File: src/rtl/core/swem_div.sv
module swem_div #(
    parameter int DIVIDEND_W = 57,
    parameter int DIVISOR_W  = 9
) (
    input  logic                  clk,
    input  logic                  rst_n,
    input  logic                  start,
    input  logic [DIVIDEND_W-1:0] dividend,
    input  logic [DIVISOR_W-1:0]  divisor,
    output logic                  done,
    output logic [DIVIDEND_W-1:0] quotient
);

    localparam int CW = $clog2(DIVIDEND_W + 1);

    logic                  busy_reg, busy_next;
    logic                  done_reg, done_next;
    logic [CW-1:0]         cnt_reg, cnt_next;
    logic [DIVISOR_W:0]    rem_reg, rem_next;
    logic [DIVIDEND_W-1:0] quo_reg, quo_next;
    logic [DIVISOR_W-1:0]  dsr_reg, dsr_next;
    logic [DIVISOR_W:0]    trial;

    always_comb
    begin
        busy_next = busy_reg;
        done_next = 1'b0;
        cnt_next  = cnt_reg;
        rem_next  = rem_reg;
        quo_next  = quo_reg;
        dsr_next  = dsr_reg;
        trial     = {rem_reg[DIVISOR_W-1:0], quo_reg[DIVIDEND_W-1]};

        if (start)
        begin
            busy_next = 1'b1;
            cnt_next  = CW'(DIVIDEND_W);
            rem_next  = '0;
            quo_next  = dividend;
            dsr_next  = divisor;
        end
        else if (busy_reg)
        begin
            if (trial >= {1'b0, dsr_reg})
            begin
                rem_next = trial - {1'b0, dsr_reg};
                quo_next = {quo_reg[DIVIDEND_W-2:0], 1'b1};
            end
            else
            begin
                rem_next = trial;
                quo_next = {quo_reg[DIVIDEND_W-2:0], 1'b0};
            end
            cnt_next = cnt_reg - CW'(1);
            if (cnt_reg == CW'(1))
            begin
                busy_next = 1'b0;
                done_next = 1'b1;
            end
        end
    end

    always_ff @(posedge clk or negedge rst_n)
    begin
        if (!rst_n)
        begin
            busy_reg <= 1'b0;
            done_reg <= 1'b0;
            cnt_reg  <= '0;
        end
        else
        begin
            busy_reg <= busy_next;
            done_reg <= done_next;
            cnt_reg  <= cnt_next;
        end
    end

    always_ff @(posedge clk)
    begin
        rem_reg <= rem_next;
        quo_reg <= quo_next;
        dsr_reg <= dsr_next;
    end

    assign done     = done_reg;
    assign quotient = quo_reg;

endmodule

File: config.mk
export PLATFORM = sky130hd
export DESIGN_NAME = swem_div
export DESIGN_NICKNAME = d
export VERILOG_FILES = /design/src/rtl/core/swem_div.sv
export SDC_FILE = /design/constraint.sdc
export NUM_CORES = 1
export LEC_CHECK = 0
export BUFFER_PORTS_ARGS = -buffer_cell sky130_fd_sc_hd__buf_2
export CORE_MARGIN = 1.5
export CORE_UTILIZATION = 52
export CTS_BUF_LIST = sky130_fd_sc_hd__clkbuf_8
export CTS_CLUSTER_SIZE = 12
export DETAILED_ROUTE_END_ITERATION = 16
export PLACE_DENSITY = 0.91
export RECOVER_POWER = 25
export SYNTH_ARGS = -nofsm -noshare
export SYNTH_HDL_FRONTEND = slang
export SYNTH_SLANG_ARGS = --single-unit
File: constraint.sdc
create_clock -name clk -period 2.9 [get_ports clk]
set_input_delay 0.87 -clock clk [delete_from_list [all_inputs] [get_ports clk]]
set_output_delay 0.87 -clock clk [all_outputs]
set_load 0.01 [all_outputs]
# Word-level counts from Yosys, hierarchy flattened

Cells that the tools add are included.

$add $sub $neg: 2
Order comparisons: 1
Equal/unequal tests: 1
Mux-type cells: 12
Reductions and logical operators: 1

Operators with widths:

| kind                                                | count |
|---|---|
| two-way mux 57 bit                                  | 2 |
| two-way mux 6 bit                                   | 2 |
| >= comparator 10 x 9 -> 1 bit                       | 1 |
| two-way mux 9 bit                                   | 1 |
| subtractor 9 bit                                    | 1 |
| two-way mux 1 bit                                   | 7 |
| equality test 6 x 1 -> 1 bit, second input constant | 1 |
| subtractor 6 x 1 -> 6 bit, second input constant    | 1 |
| nonzero test 2 bit                                  | 1 |

Register bits: 83
Logic and storage cells: 23

# Depth between registers and ports, before layout

Gate-level depths: netlist (run 1).

Word-level depth: 4
Depth in mapped cells: 10

# Least setup slack after synthesis (run 1)

Ideal clock, no wire load.

Path type: input to register
Start: input port start
End: register quo_reg[0] (netlist: quotient[0]) (enable)
Setup time: 0.411 ns
Arrival: 2.706 ns
Required time: 2.489 ns
Slack: -0.217 ns
Stages on the path: 4
Path buffers: 2
Cell sequence: clkbuf_1 > clkbuf_1 > nor2_1 > inv_1

Cells in the longest elaborated chain, start to end: 1

RTL lines:

| element                      | RTL line | text |
|---|---|---|
| from (decl)                  | 7        | `input logic start,` |
| nonzero test 2 bit (no line) | --       |  |
| to (signal assigned)         | 82       | `quo_reg <= quo_next;` |
| to (decl)                    | 20       | `logic [DIVIDEND_W-1:0] quo_reg, quo_next;` |

Every way passes these cells.
A chain may end at the register's enable or synchronous reset.

# Worst setup path after layout (run 1)

Start: register quo_reg[56] (netlist: quotient[56])
End: register rem_reg[0]

Cells in the longest elaborated chain, start to end: 2

RTL lines:

| element                                                           | RTL line | text |
|---|---|---|
| subtractor 9 bit or >= comparator 10 x 9 -> 1 bit (tied branches) | 46, 44   |  |
| two-way mux 9 bit (*)                                             | 44       | `if (trial >= {1'b0, dsr_reg})` |
| to (signal assigned)                                              | 81       | `rem_reg <= rem_next;` |
| to (decl)                                                         | 19       | `logic [DIVISOR_W:0] rem_reg, rem_next;` |

Mark *: on every way between the ends. The rest lies on a longest branch, timed or not.

==> results of run 1 <==
## power by group through the flow
| stage | combinational, mW | sequential [mW] | clock (mW) |
|---|---|---|---|
| 2_1_floorplan | 0.657 | 1.62 | 0 |
| 3_3_place_gp | 0.938 | 1.60 | 0 |
| 5_1_grt | 1.08 | 1.61 | 0.823 |
| 6_report | 0.996 | 1.58 | 0.756 |
| 3_5_place_dp | 0.988 | 1.61 | 0 |
| 4_1_cts | 0.997 | 1.58 | 0.772 |
## routing by layer
metal  vias to the layer above  wire [um]
met5                         -          0
met4                         0        220
met3                        21        708
met2                       102       4417
met1                      1281       3399
li1                       1287          -
## cells by family (layout without fill, tap and decap cells)
logic type | after synthesis | count (layout) | synth area share
DFF | 83 | 83 | 0.6059
muxes | 63 | 63 | 0.1800
and+or+nand+nor | 50 | 50 | 0.06772
AOI/OAI and AO/OA | 32 | 32 | 0.06194
buffers and inverters | 26 | 162 | 0.02600
adders and majority gates | 12 | 12 | 0.04044
xor gates and xnor gates | 8 | 8 | 0.01797
## path summary, 6_finish.rpt
kind                         startpoint          to  slack, ns  cells after the start
min in group clk             rem_reg[8]  rem_reg[8]       0.46                      2
max reg2reg                quotient[56]  rem_reg[0]       0.14                     10
max in group asynchronous         rst_n  cnt_reg[0]       2.19                      1
min reg2reg                  rem_reg[8]  rem_reg[8]       0.46                      2
max                        quotient[56]  rem_reg[0]       0.14                     10
min                               rst_n  cnt_reg[1]       0.41                      1
## cell usage in the layout (no fill, tap or decap), drive strengths merged, types with 2 or more instances in the layout
| cell | n |
|---|---|
| clkbuf | 13 |
| xnor2 | 4 |
| nor2 | 18 |
| o31ai | 3 |
| and3 | 2 |
| buf | 127 |
| o21ai | 6 |
| nand2 | 7 |
| nand2b | 7 |
| mux2 | 57 |
| nand3 | 2 |
| dfxtp | 9 |
| a211oi | 6 |
| inv | 16 |
| xor2 | 4 |
| mux2i | 6 |
| a32oi | 2 |
| ha | 11 |
| edfxtp | 66 |
| clkinv | 2 |
| a21oi | 8 |
| nor2b | 2 |
| clkinvlp | 4 |
| dfrtp | 8 |
| and2b | 2 |
## worst max-delay path, stage by stage (launching register included)
cell	delay, ns
sky130_fd_sc_hd__edfxtp_1	0.42
sky130_fd_sc_hd__inv_1	0.09
sky130_fd_sc_hd__ha_1	0.15
sky130_fd_sc_hd__inv_1	0.05
sky130_fd_sc_hd__fa_1	0.41
sky130_fd_sc_hd__a211oi_2	0.34
sky130_fd_sc_hd__o211ai_2	0.14
sky130_fd_sc_hd__a21oi_2	0.52
sky130_fd_sc_hd__buf_4	0.23
sky130_fd_sc_hd__nand2_1	0.05
sky130_fd_sc_hd__a311oi_1	0.26
## layout make-up
cell class              count  area [sq um]  share of cell area
well taps                  99         123.9             0.02569
inverters                  15         60.06             0.01245
repair buffers            131         661.9              0.1373
clock inverters             7         52.55             0.01090
flip-flops and latches     83          2362              0.4899
multi-input cells         165          1438              0.2981
clock buffers               9         123.9             0.02569
==> metrics.csv, run 1 <==
stage;metric;value;unit
place;cell count after placement;493;
floorplan;Top-Level Pins;127;
min_path;path category of the worst min-delay check;in2async;
layout;number of nets in the final layout;486;
logic_synthesis;number of instances in the synthesized netlist;274;
logic_synthesis;most area-consuming cells after synthesis;sky130_fd_sc_hd__edfxtp_1, sky130_fd_sc_hd__mux2_2, sky130_fd_sc_hd__dfrtp_1;
power_and_ir_drop;share of power burned in the clock network;0.227;
grt;GR peak layer;met2;
clocking;CTS tree;built;
grt;initial antenna violation count;0;
routing;number of iterations in the first detailed-routing pass;4;
run_status;outcome;finished clean;
sta;worst hold slack across all endpoints;0.4140;ns
grt;overall overflow remaining after global route;0;
place;Placed Instance Area;0.004664;sq mm
grt;wire length of the first global-routing pass;13.27;mm
layout;Layout Cell Area excl Fill;0.004822;sq mm
floorplan;height of the die;89.59;um
sta;slack of the critical path;0.1351;ns
logic_synthesis;share of Yosys cell area claimed by the top area cell type;0.5083;
place;pre-CTS setup slack;0.2120;ns
sta;pins over their slew limit;0;
layout;Antenna Diode Count;0;
floorplan;initial core utilization;0.5375;
clocking;number of buffers added for setup after CTS;0;
logic_synthesis;most frequently used flop master after synthesis;sky130_fd_sc_hd__edfxtp_1;
power_and_ir_drop;power share of the combinational group;0.299;
layout;area grow syn2layout;23.68;%
place;final weighted congestion in routability-driven placement;0.8554;
routing;routed vias;2691;
logic_synthesis;Post-Synthesis Net Count;355;
power_and_ir_drop;standby leakage power;2.080;nW
routing;DRC viols;0;
clocking;number of buffers between clock root and the deepest sink;2;
worst_setup_path;element type at the critical path end;flop;
worst_setup_path;maximum fanout along the worst path;12;
power_and_ir_drop;internal power;2.253;mW
layout;utilization after layout;0.6648;
logic_synthesis;top cell type by total area after synthesis;sky130_fd_sc_hd__edfxtp_1;
layout;final standard cell count with taps included and fillers excluded;509;
routing;WL per Instance;17.18;um
clocking;buffer cell driving the clock tree root;sky130_fd_sc_hd__clkbuf_8;
clocking;CTS buffer count;9;
grt;met2 track demand over resource in global routing;0.3731;
power_and_ir_drop;Cell Pwr Density;691.6;mW/mm^2
sta;timing-limited maximum frequency;0.3617;GHz
clocking;CTS H-tree depth;3;
power_and_ir_drop;Reg power frac;0.475;
layout;fraction of layout cells with a size suffix above 1;0.5049;
logic_synthesis;EDFF count, synth;66;
sta;setup TNS after final layout;0;ns
clocking;clk_lat worst skew;0.37;ns
worst_setup_path;worst endpoint required time;3.16;ns
logic_synthesis;count of yosys warnings during synthesis;0;
grt;aggregate global-route resource usage;0.2285;
clocking;hold bufs inserted after CTS;0;
floorplan;die width;89.59;um
worst_setup_path;critical path start-end classification;reg2reg;
grt;global routing met1 resource utilization;0.2711;
worst_setup_path;arrival time at the worst endpoint;3.02;ns
clocking;Sink Count;83;
logic_synthesis;mean instance size in the synthesized netlist;14.23;sq um
place;HPWL after DPL;6.451;mm
sta;post-route minimum period;2.765;ns
routing;Post-DRT Antenna Nets;0;
place;Buffers on Ports;126;
routing;number of design-rule violations left by the first detailed-router iteration;162;
logic_synthesis;most instantiated library cell after synthesis;sky130_fd_sc_hd__edfxtp_1;
routing;final wirelength;8.745;mm
grt;pin count of the biggest net entering global routing;51;
worst_setup_path;startpoint kind of the worst setup timing path;flop;
sta;slew margin rel.;0.2505;
clocking;post-cts repair resize count;0;
grt;number of global-route vias before repair;2751;
power_and_ir_drop;P_sw;1.082;mW
logic_synthesis;list of most frequent post-synthesis cells;sky130_fd_sc_hd__edfxtp_1, sky130_fd_sc_hd__mux2_2, sky130_fd_sc_hd__nor2_1, sky130_fd_sc_hd__inv_1, sky130_fd_sc_hd__ha_1;
sta;RSZ-0062 raised after global routing;false;
sta;transition time at the pin with the least slew margin;1.124;ns
sta;final setup violating endpoints;0;
logic_synthesis;Netlist cell types;46;
sta;final clock period utilization by the worst path;0.9534;
sta;Worst Clk Skew;0.01395;ns
floorplan;area of the die;0.008026;sq mm
layout;flip-flop count of the largest register after layout;57;
logic_synthesis;Synth Cell Area;0.003899;sq mm
layout;Fill cells;535;
job;number of maximum-capacitance violations;0;
logic_synthesis;share of synthesized area occupied by flip-flops and latches;0.6059;
routing;routed via count divided by cell count;5.287;
grt;global routing met3 resource utilization;0.09324;
floorplan;Std-Cell Rows;31;
floorplan;Core ar.;0.007253;sq mm
logic_synthesis;Async S/R FF share, synth;0.09639;
logic_synthesis;register bit count reported by yosys;83;
clocking;clock transition at the registers of the reported paths;0.09;ns
sta;Hold Violations, Final;0;
power_and_ir_drop;post-layout total power;3.335;mW
power_and_ir_drop;Worst IR Drop VDD;428.6;uV
power_and_ir_drop;switching share of power;0.3244;
Power figures use the tool's default switching activity.
==> run 2, diff against run 1 <==
--- a/config.mk
+++ b/config.mk
@@ -6,6 +6,7 @@
 export NUM_CORES = 1
 export LEC_CHECK = 0
 export BUFFER_PORTS_ARGS = -buffer_cell sky130_fd_sc_hd__buf_2
+export CORE_ASPECT_RATIO = 1.75
 export CORE_MARGIN = 1.5
 export CORE_UTILIZATION = 52
 export CTS_BUF_LIST = sky130_fd_sc_hd__clkbuf_8
==> run 2 against run 1 <==
Sequential power hardly changed; clock power is 6.3% lower; count of clock-buffer cells in the layout stayed put; worst setup slack better by 0.29 ns; sequential share of layout area is 0.15 points higher; utilization hardly changed; register-to-register slack better by 0.29 ns; combinational power hardly changed; clock skew is 0.0057 ns lower; global-route usage is 0.33 points lower; largest power group unchanged.
==> metrics.csv, run 2 (synthesis gave the netlist of run 1 again) <==
stage;metric;value;unit
layout;top library cells by usage in the layout, fill and taps aside;sky130_fd_sc_hd__buf_2, sky130_fd_sc_hd__edfxtp_1, sky130_fd_sc_hd__mux2_2;
worst_setup_path;arrival time at the worst endpoint;2.68;ns
power_and_ir_drop;Cell Pwr Density;682.4;mW/mm^2
clocking;post-cts repair resize count;0;
worst_setup_path;cell with the largest stage delay on the worst path;sky130_fd_sc_hd__edfxtp_1;
worst_setup_path;worst endpoint required time;3.10;ns
sta;post-route minimum period;2.473;ns
grt;aggregate global-route resource usage;0.2252;
worst_setup_path;peak per-stage delay on the critical path;0.41;ns
layout;Antenna Diode Count;0;
routing;WL per Instance;16.78;um
power_and_ir_drop;standby leakage power;2.089;nW
routing;Post-DRT Antenna Nets;0;
sta;RSZ-0062 raised after global routing;false;
worst_setup_path;startpoint kind of the worst setup timing path;flop;
sta;final setup violating endpoints;0;
grt;wire length of the first global-routing pass;13.43;mm
sta;transition time at the pin with the least slew margin;0.7013;ns
worst_setup_path;cell class contributing the biggest share of worst-path delay;compound AO/OA/AOI/OAI gates;
routing;number of design-rule violations left by the first detailed-router iteration;227;
worst_setup_path;crit path cell chain;inv_1, ha_1, inv_1, fa_1, a211oi_2, o211ai_2, a21oi_2, buf_4, mux2i_1, a211oi_1;
routing;final wirelength;8.304;mm
layout;fraction of layout cells with a size suffix above 1;0.4988;
sta;Worst Clk Skew;0.008222;ns
sta;pins over their slew limit;0;
power_and_ir_drop;share of power burned in the clock network;0.216;
layout;flip-flop count of the largest register after layout;57;
job;number of maximum-capacitance violations;0;
min_path;path category of the worst min-delay check;in2async;
place;Placed Instance Area;0.004653;sq mm
routing;routed vias;2687;
sta;setup TNS after final layout;0;ns
routing;number of iterations in the first detailed-routing pass;4;
sta;Hold Violations, Final;0;
worst_setup_path;element type at the critical path end;flop;
layout;number of nets in the final layout;485;
floorplan;Top-Level Pins;127;
place;HPWL after DPL;6.063;mm
layout;Layout Cell Area excl Fill;0.004807;sq mm
floorplan;initial core utilization;0.5390;
clocking;CTS H-tree depth;3;
clocking;Sink Count;83;
clocking;number of buffers added for setup after CTS;0;
power_and_ir_drop;switching share of power;0.3177;
worst_setup_path;critical path start-end classification;reg2reg;
floorplan;die width;68.46;um
floorplan;Std-Cell Rows;41;
power_and_ir_drop;Reg power frac;0.482;
clocking;buffer cell driving the clock tree root;sky130_fd_sc_hd__clkbuf_8;
place;Buffers on Ports;126;
power_and_ir_drop;power share of the combinational group;0.303;
sta;timing-limited maximum frequency;0.4044;GHz
floorplan;height of the die;117.5;um
grt;pin count of the biggest net entering global routing;80;
floorplan;Core ar.;0.007233;sq mm
power_and_ir_drop;Worst IR Drop VDD;442.3;uV
grt;initial antenna violation count;0;
worst_setup_path;maximum fanout along the worst path;10;
clocking;CTS tree;built;
place;pre-CTS setup slack;0.4841;ns
clocking;hold bufs inserted after CTS;0;
grt;number of global-route vias before repair;2899;
routing;routed via count divided by cell count;5.428;
worst_setup_path;count of buffering cells on the critical path with inverters included;3;
sta;slack of the critical path;0.4271;ns
run_status;outcome;finished clean;
floorplan;area of the die;0.008047;sq mm
layout;leading cell type in the layout, fill and taps excluded;sky130_fd_sc_hd__buf_2;
worst_setup_path;start point of the critical path;quotient[56];
sta;final clock period utilization by the worst path;0.8527;
layout;utilization after layout;0.6646;
clocking;number of buffers between clock root and the deepest sink;2;
worst_setup_path;most used cell along the critical path;sky130_fd_sc_hd__inv_1;
power_and_ir_drop;P_sw;1.042;mW
routing;DRC viols;0;
sta;slew margin rel.;0.5325;
place;final weighted congestion in routability-driven placement;0.9150;
worst_setup_path;startpoint of the most critical register-to-register path;quotient[56];
grt;overall overflow remaining after global route;0;
power_and_ir_drop;internal power;2.238;mW
clocking;clock transition at the registers of the reported paths;0.08;ns
clocking;clk_lat worst skew;0.35;ns
layout;area grow syn2layout;23.30;%
clocking;CTS buffer count;9;
[run 2: cell types whose count changed in the layout (fill, tap and decap cells not counted), moves of 2 or more]
cell,before,now
sky130_fd_sc_hd__clkinv_2,0,2
sky130_fd_sc_hd__buf_12,0,2
sky130_fd_sc_hd__inv_6,2,0
sky130_fd_sc_hd__buf_4,4,1
[run 2: metrics by stage]
| stage | hold slack (ns) | total power, mW | std cells |
|---|---|---|---|
| 3_3_place_gp | 0.4566 | 2.537 | 479 |
| 3_5_place_dp | 0.4757 | 2.589 | 479 |
| 5_1_grt | 0.4545 | 3.460 | 495 |
| 2_1_floorplan | 0.4258 | 2.281 | 274 |
| 4_1_cts | 0.3439 | 3.305 | 495 |
| 6_report | 0.4326 | 3.281 | 495 |
[run 2: power by group through the flow]
stage | registers [mW] | clock network [mW] | logic, mW
5_1_grt | 1.60 | 0.766 | 1.09
2_1_floorplan | 1.62 | 0 | 0.657
3_3_place_gp | 1.60 | 0 | 0.939
4_1_cts | 1.58 | 0.734 | 0.990
3_5_place_dp | 1.60 | 0 | 0.986
6_report | 1.58 | 0.708 | 0.993
[run 2: metal layers]
metal	up-vias	GRT usage	wire length [um]
met3	26	0.05736	469
met5	-	0	0
met2	110	0.3630	4488
met4	0	0.1375	324
met1	1270	0.2559	3021
li1	1281	-	-
[run 2: worst reg2reg max path: stages, from the launching register on]
cell	delay, ns
sky130_fd_sc_hd__edfxtp_1	0.41
sky130_fd_sc_hd__inv_1	0.08
sky130_fd_sc_hd__ha_1	0.15
sky130_fd_sc_hd__inv_1	0.05
sky130_fd_sc_hd__fa_1	0.41
sky130_fd_sc_hd__a211oi_2	0.30
sky130_fd_sc_hd__o211ai_2	0.13
sky130_fd_sc_hd__a21oi_2	0.27
sky130_fd_sc_hd__buf_4	0.25
sky130_fd_sc_hd__mux2i_1	0.20
sky130_fd_sc_hd__a211oi_1	0.09
[run 2: area by class of cell]
class | count | area, sq um
Timing Repair Buffer | 130 | 679.4
Inverter | 15 | 60.06
Tap cell | 86 | 107.6
Multi-Input combinational cell | 165 | 1438
Clock inverter | 7 | 36.28
Clock buffer | 9 | 123.9
Sequential cell | 83 | 2362
Fill cell | 531 | 2426
[run 2: worst paths after layout]
kind                       cells after the start         end  slack (ns)
setup reg to reg                              10  rem_reg[1]        0.43
setup / recovery                              10  rem_reg[1]        0.43
hold / removal                                 1    busy_reg        0.43
min in group clk                               2  rem_reg[2]        0.50
max in group asynchronous                      1  cnt_reg[0]        2.15
hold reg to reg                                2  rem_reg[2]        0.50
==> run 3, diff against run 2 <==
--- a/config.mk
+++ b/config.mk
@@ -6,13 +6,15 @@
 export NUM_CORES = 1
 export LEC_CHECK = 0
 export BUFFER_PORTS_ARGS = -buffer_cell sky130_fd_sc_hd__buf_2
+export CELL_PAD_IN_SITES_DETAIL_PLACEMENT = 1
+export CELL_PAD_IN_SITES_GLOBAL_PLACEMENT = 1
 export CORE_ASPECT_RATIO = 1.75
 export CORE_MARGIN = 1.5
-export CORE_UTILIZATION = 52
+export CORE_UTILIZATION = 42
 export CTS_BUF_LIST = sky130_fd_sc_hd__clkbuf_8
 export CTS_CLUSTER_SIZE = 12
 export DETAILED_ROUTE_END_ITERATION = 16
-export PLACE_DENSITY = 0.91
+export PLACE_DENSITY = 0.92
 export RECOVER_POWER = 25
 export SYNTH_ARGS = -nofsm -noshare
 export SYNTH_HDL_FRONTEND = slang
==> run 3 against run 2 <==
Worst setup slack worse by 0.10 ns; register-to-register slack worse by 0.10 ns; die area up 23%; critical path depth unchanged; final cell count up 7.3%; non-clock buffer count up 2; highest routed layer unchanged.
==> metrics.csv, run 3 (synthesis gave the netlist of run 1 again) <==
stage;metric;value;unit
run_status;outcome;finished clean;
clocking;hold bufs inserted after CTS;0;
layout;multi-input gate area in the final layout;0.001438;sq mm
sta;slew margin rel.;0.3576;
routing;routed via count divided by cell count;5.183;
routing;number of design-rule violations left by the first detailed-router iteration;93;
layout;area grow syn2layout;24.94;%
floorplan;height of the die;130.5;um
sta;timing-limited maximum frequency;0.3880;GHz
worst_setup_path;startpoint kind of the worst setup timing path;flop;
layout;top library cells by usage in the layout, fill and taps aside;sky130_fd_sc_hd__buf_2, sky130_fd_sc_hd__edfxtp_1, sky130_fd_sc_hd__mux2_2;
sta;transition time at the pin with the least slew margin;0.9636;ns
clocking;CTS H-tree depth;3;
layout;Antenna Diode Count;0;
grt;aggregate global-route resource usage;0.2061;
worst_setup_path;maximum fanout along the worst path;9;
floorplan;Core ar.;0.009036;sq mm
power_and_ir_drop;Cell Pwr Density;705.5;mW/mm^2
layout;Fill cells;984;
place;HPWL after DPL;7.552;mm
clocking;Sink Count;83;
routing;Post-DRT Antenna Nets;0;
sta;post-route minimum period;2.578;ns
power_and_ir_drop;standby leakage power;2.103;nW
routing;WL per Instance;18.44;um
floorplan;initial core utilization;0.4315;
clocking;number of buffers added for setup after CTS;0;
min_path;path category of the worst min-delay check;in2async;
layout;leading cell type in the layout, fill and taps excluded;sky130_fd_sc_hd__buf_2;
sta;pins over their slew limit;0;
sta;final setup violating endpoints;0;
worst_setup_path;worst endpoint required time;3.10;ns
worst_setup_path;peak per-stage delay on the critical path;0.41;ns
clocking;CTS buffer count;9;
layout;final standard cell count with taps included and fillers excluded;531;
place;pre-CTS setup slack;0.3731;ns
routing;final wirelength;9.791;mm
layout;utilization after layout;0.5390;
grt;overall overflow remaining after global route;0;
grt;number of global-route vias before repair;2998;
worst_setup_path;arrival time at the worst endpoint;2.77;ns
place;final weighted congestion in routability-driven placement;0.8674;
sta;setup TNS after final layout;0;ns
clocking;post-cts repair resize count;0;
place;cell count after placement;515;
power_and_ir_drop;post-layout total power;3.436;mW
worst_setup_path;cell with the largest stage delay on the worst path;sky130_fd_sc_hd__edfxtp_1;
routing;routed vias;2752;
routing;DRC viols;0;
sta;RSZ-0062 raised after global routing;false;
layout;number of nets in the final layout;487;
clocking;clock transition at the registers of the reported paths;0.09;ns
floorplan;die width;75.83;um
clocking;clk_lat worst skew;0.35;ns
routing;number of iterations in the first detailed-routing pass;4;
grt;initial antenna violation count;0;
grt;wire length of the first global-routing pass;14.81;mm
clocking;CTS tree;built;
worst_setup_path;element type at the critical path end;flop;
job;number of maximum-capacitance violations;0;
floorplan;Std-Cell Rows;46;
floorplan;Top-Level Pins;127;
power_and_ir_drop;Worst IR Drop VDD;336.8;uV
sta;Hold Violations, Final;0;
place;Buffers on Ports;126;
sta;final clock period utilization by the worst path;0.8888;
floorplan;area of the die;0.009892;sq mm
layout;area taken by flip-flops and latches;0.002362;sq mm
sta;slack of the critical path;0.3225;ns
clocking;buffer cell driving the clock tree root;sky130_fd_sc_hd__clkbuf_8;
worst_setup_path;crit path cell chain;inv_1, ha_1, inv_1, fa_1, a211oi_2, o211ai_2, a21oi_2, buf_4, mux2i_1, a211oi_1;
worst_setup_path;most used cell along the critical path;sky130_fd_sc_hd__inv_1;
sta;Worst Clk Skew;0.01156;ns
worst_setup_path;critical path start-end classification;reg2reg;
layout;flip-flop count of the largest register after layout;57;
grt;pin count of the biggest net entering global routing;36;
layout;fraction of layout cells with a size suffix above 1;0.5061;
clocking;number of buffers between clock root and the deepest sink;2;
## run 3: changes by cell type in the layout (fill, tap and decap cells not counted)
cell	before	now
sky130_fd_sc_hd__bufinv_16	0	1
sky130_fd_sc_hd__clkinv_1	2	0
sky130_fd_sc_hd__buf_12	2	0
sky130_fd_sc_hd__inv_6	0	1
sky130_fd_sc_hd__buf_4	1	5
## run 3: per-layer routing
| layer | GRT usage | part of all wire | up-vias |
|---|---|---|---|
| li1 | - | - | 1288 |
| met4 | 0.1324 | 0.045 | 0 |
| met3 | 0.03067 | 0.033 | 30 |
| met1 | 0.1980 | 0.34 | 1347 |
| met5 | 0 | 0 | - |
| met2 | 0.3862 | 0.58 | 87 |
## run 3: critical path, delay by kind of cell (launching register included)
family	cells	cell delay, ns
adder cells (fa/ha/maj)	2	0.56
flip-flops	1	0.41
multiplexers	1	0.23
AO/OA/AOI/OAI	4	0.83
buffers and inverters	3	0.38
## run 3: layout make-up
type | instances | area share
flip-flops and latches | 83 | 0.4850
multi-input cells | 165 | 0.2951
repair buffers | 132 | 0.1374
well taps | 120 | 0.03082
clock buffers | 9 | 0.02543
clock inverters | 7 | 0.01387
inverters | 15 | 0.01233
## run 3: worst paths after layout
kind,cells after the start,slack (ns),start,endpoint
worst max-delay path,10,0.32,quotient[56],rem_reg[3]
worst min-delay path,1,0.42,rst_n,done
worst max register to register,10,0.32,quotient[56],rem_reg[3]
worst min register to register,2,0.50,rem_reg[8],rem_reg[8]
max in group asynchronous,1,2.16,rst_n,cnt_reg[4]
min in group clk,2,0.50,rem_reg[8],rem_reg[8]
## run 3: through the flow
stage / hold WS, ns / area [sq um]
floorplan: 0.4258 / 3905
global placement: 0.4454 / 4688
detailed placement: 0.4812 / 4688
CTS: 0.3317 / 4880
global route: 0.4374 / 4871
finish: 0.4239 / 4871
## run 3: power breakdown
part | switching [mW] | internal (mW)
clock network | 0.427 | 0.395
logic | 0.561 | 0.471
registers | 0.114 | 1.47
total | 1.10 | 2.33
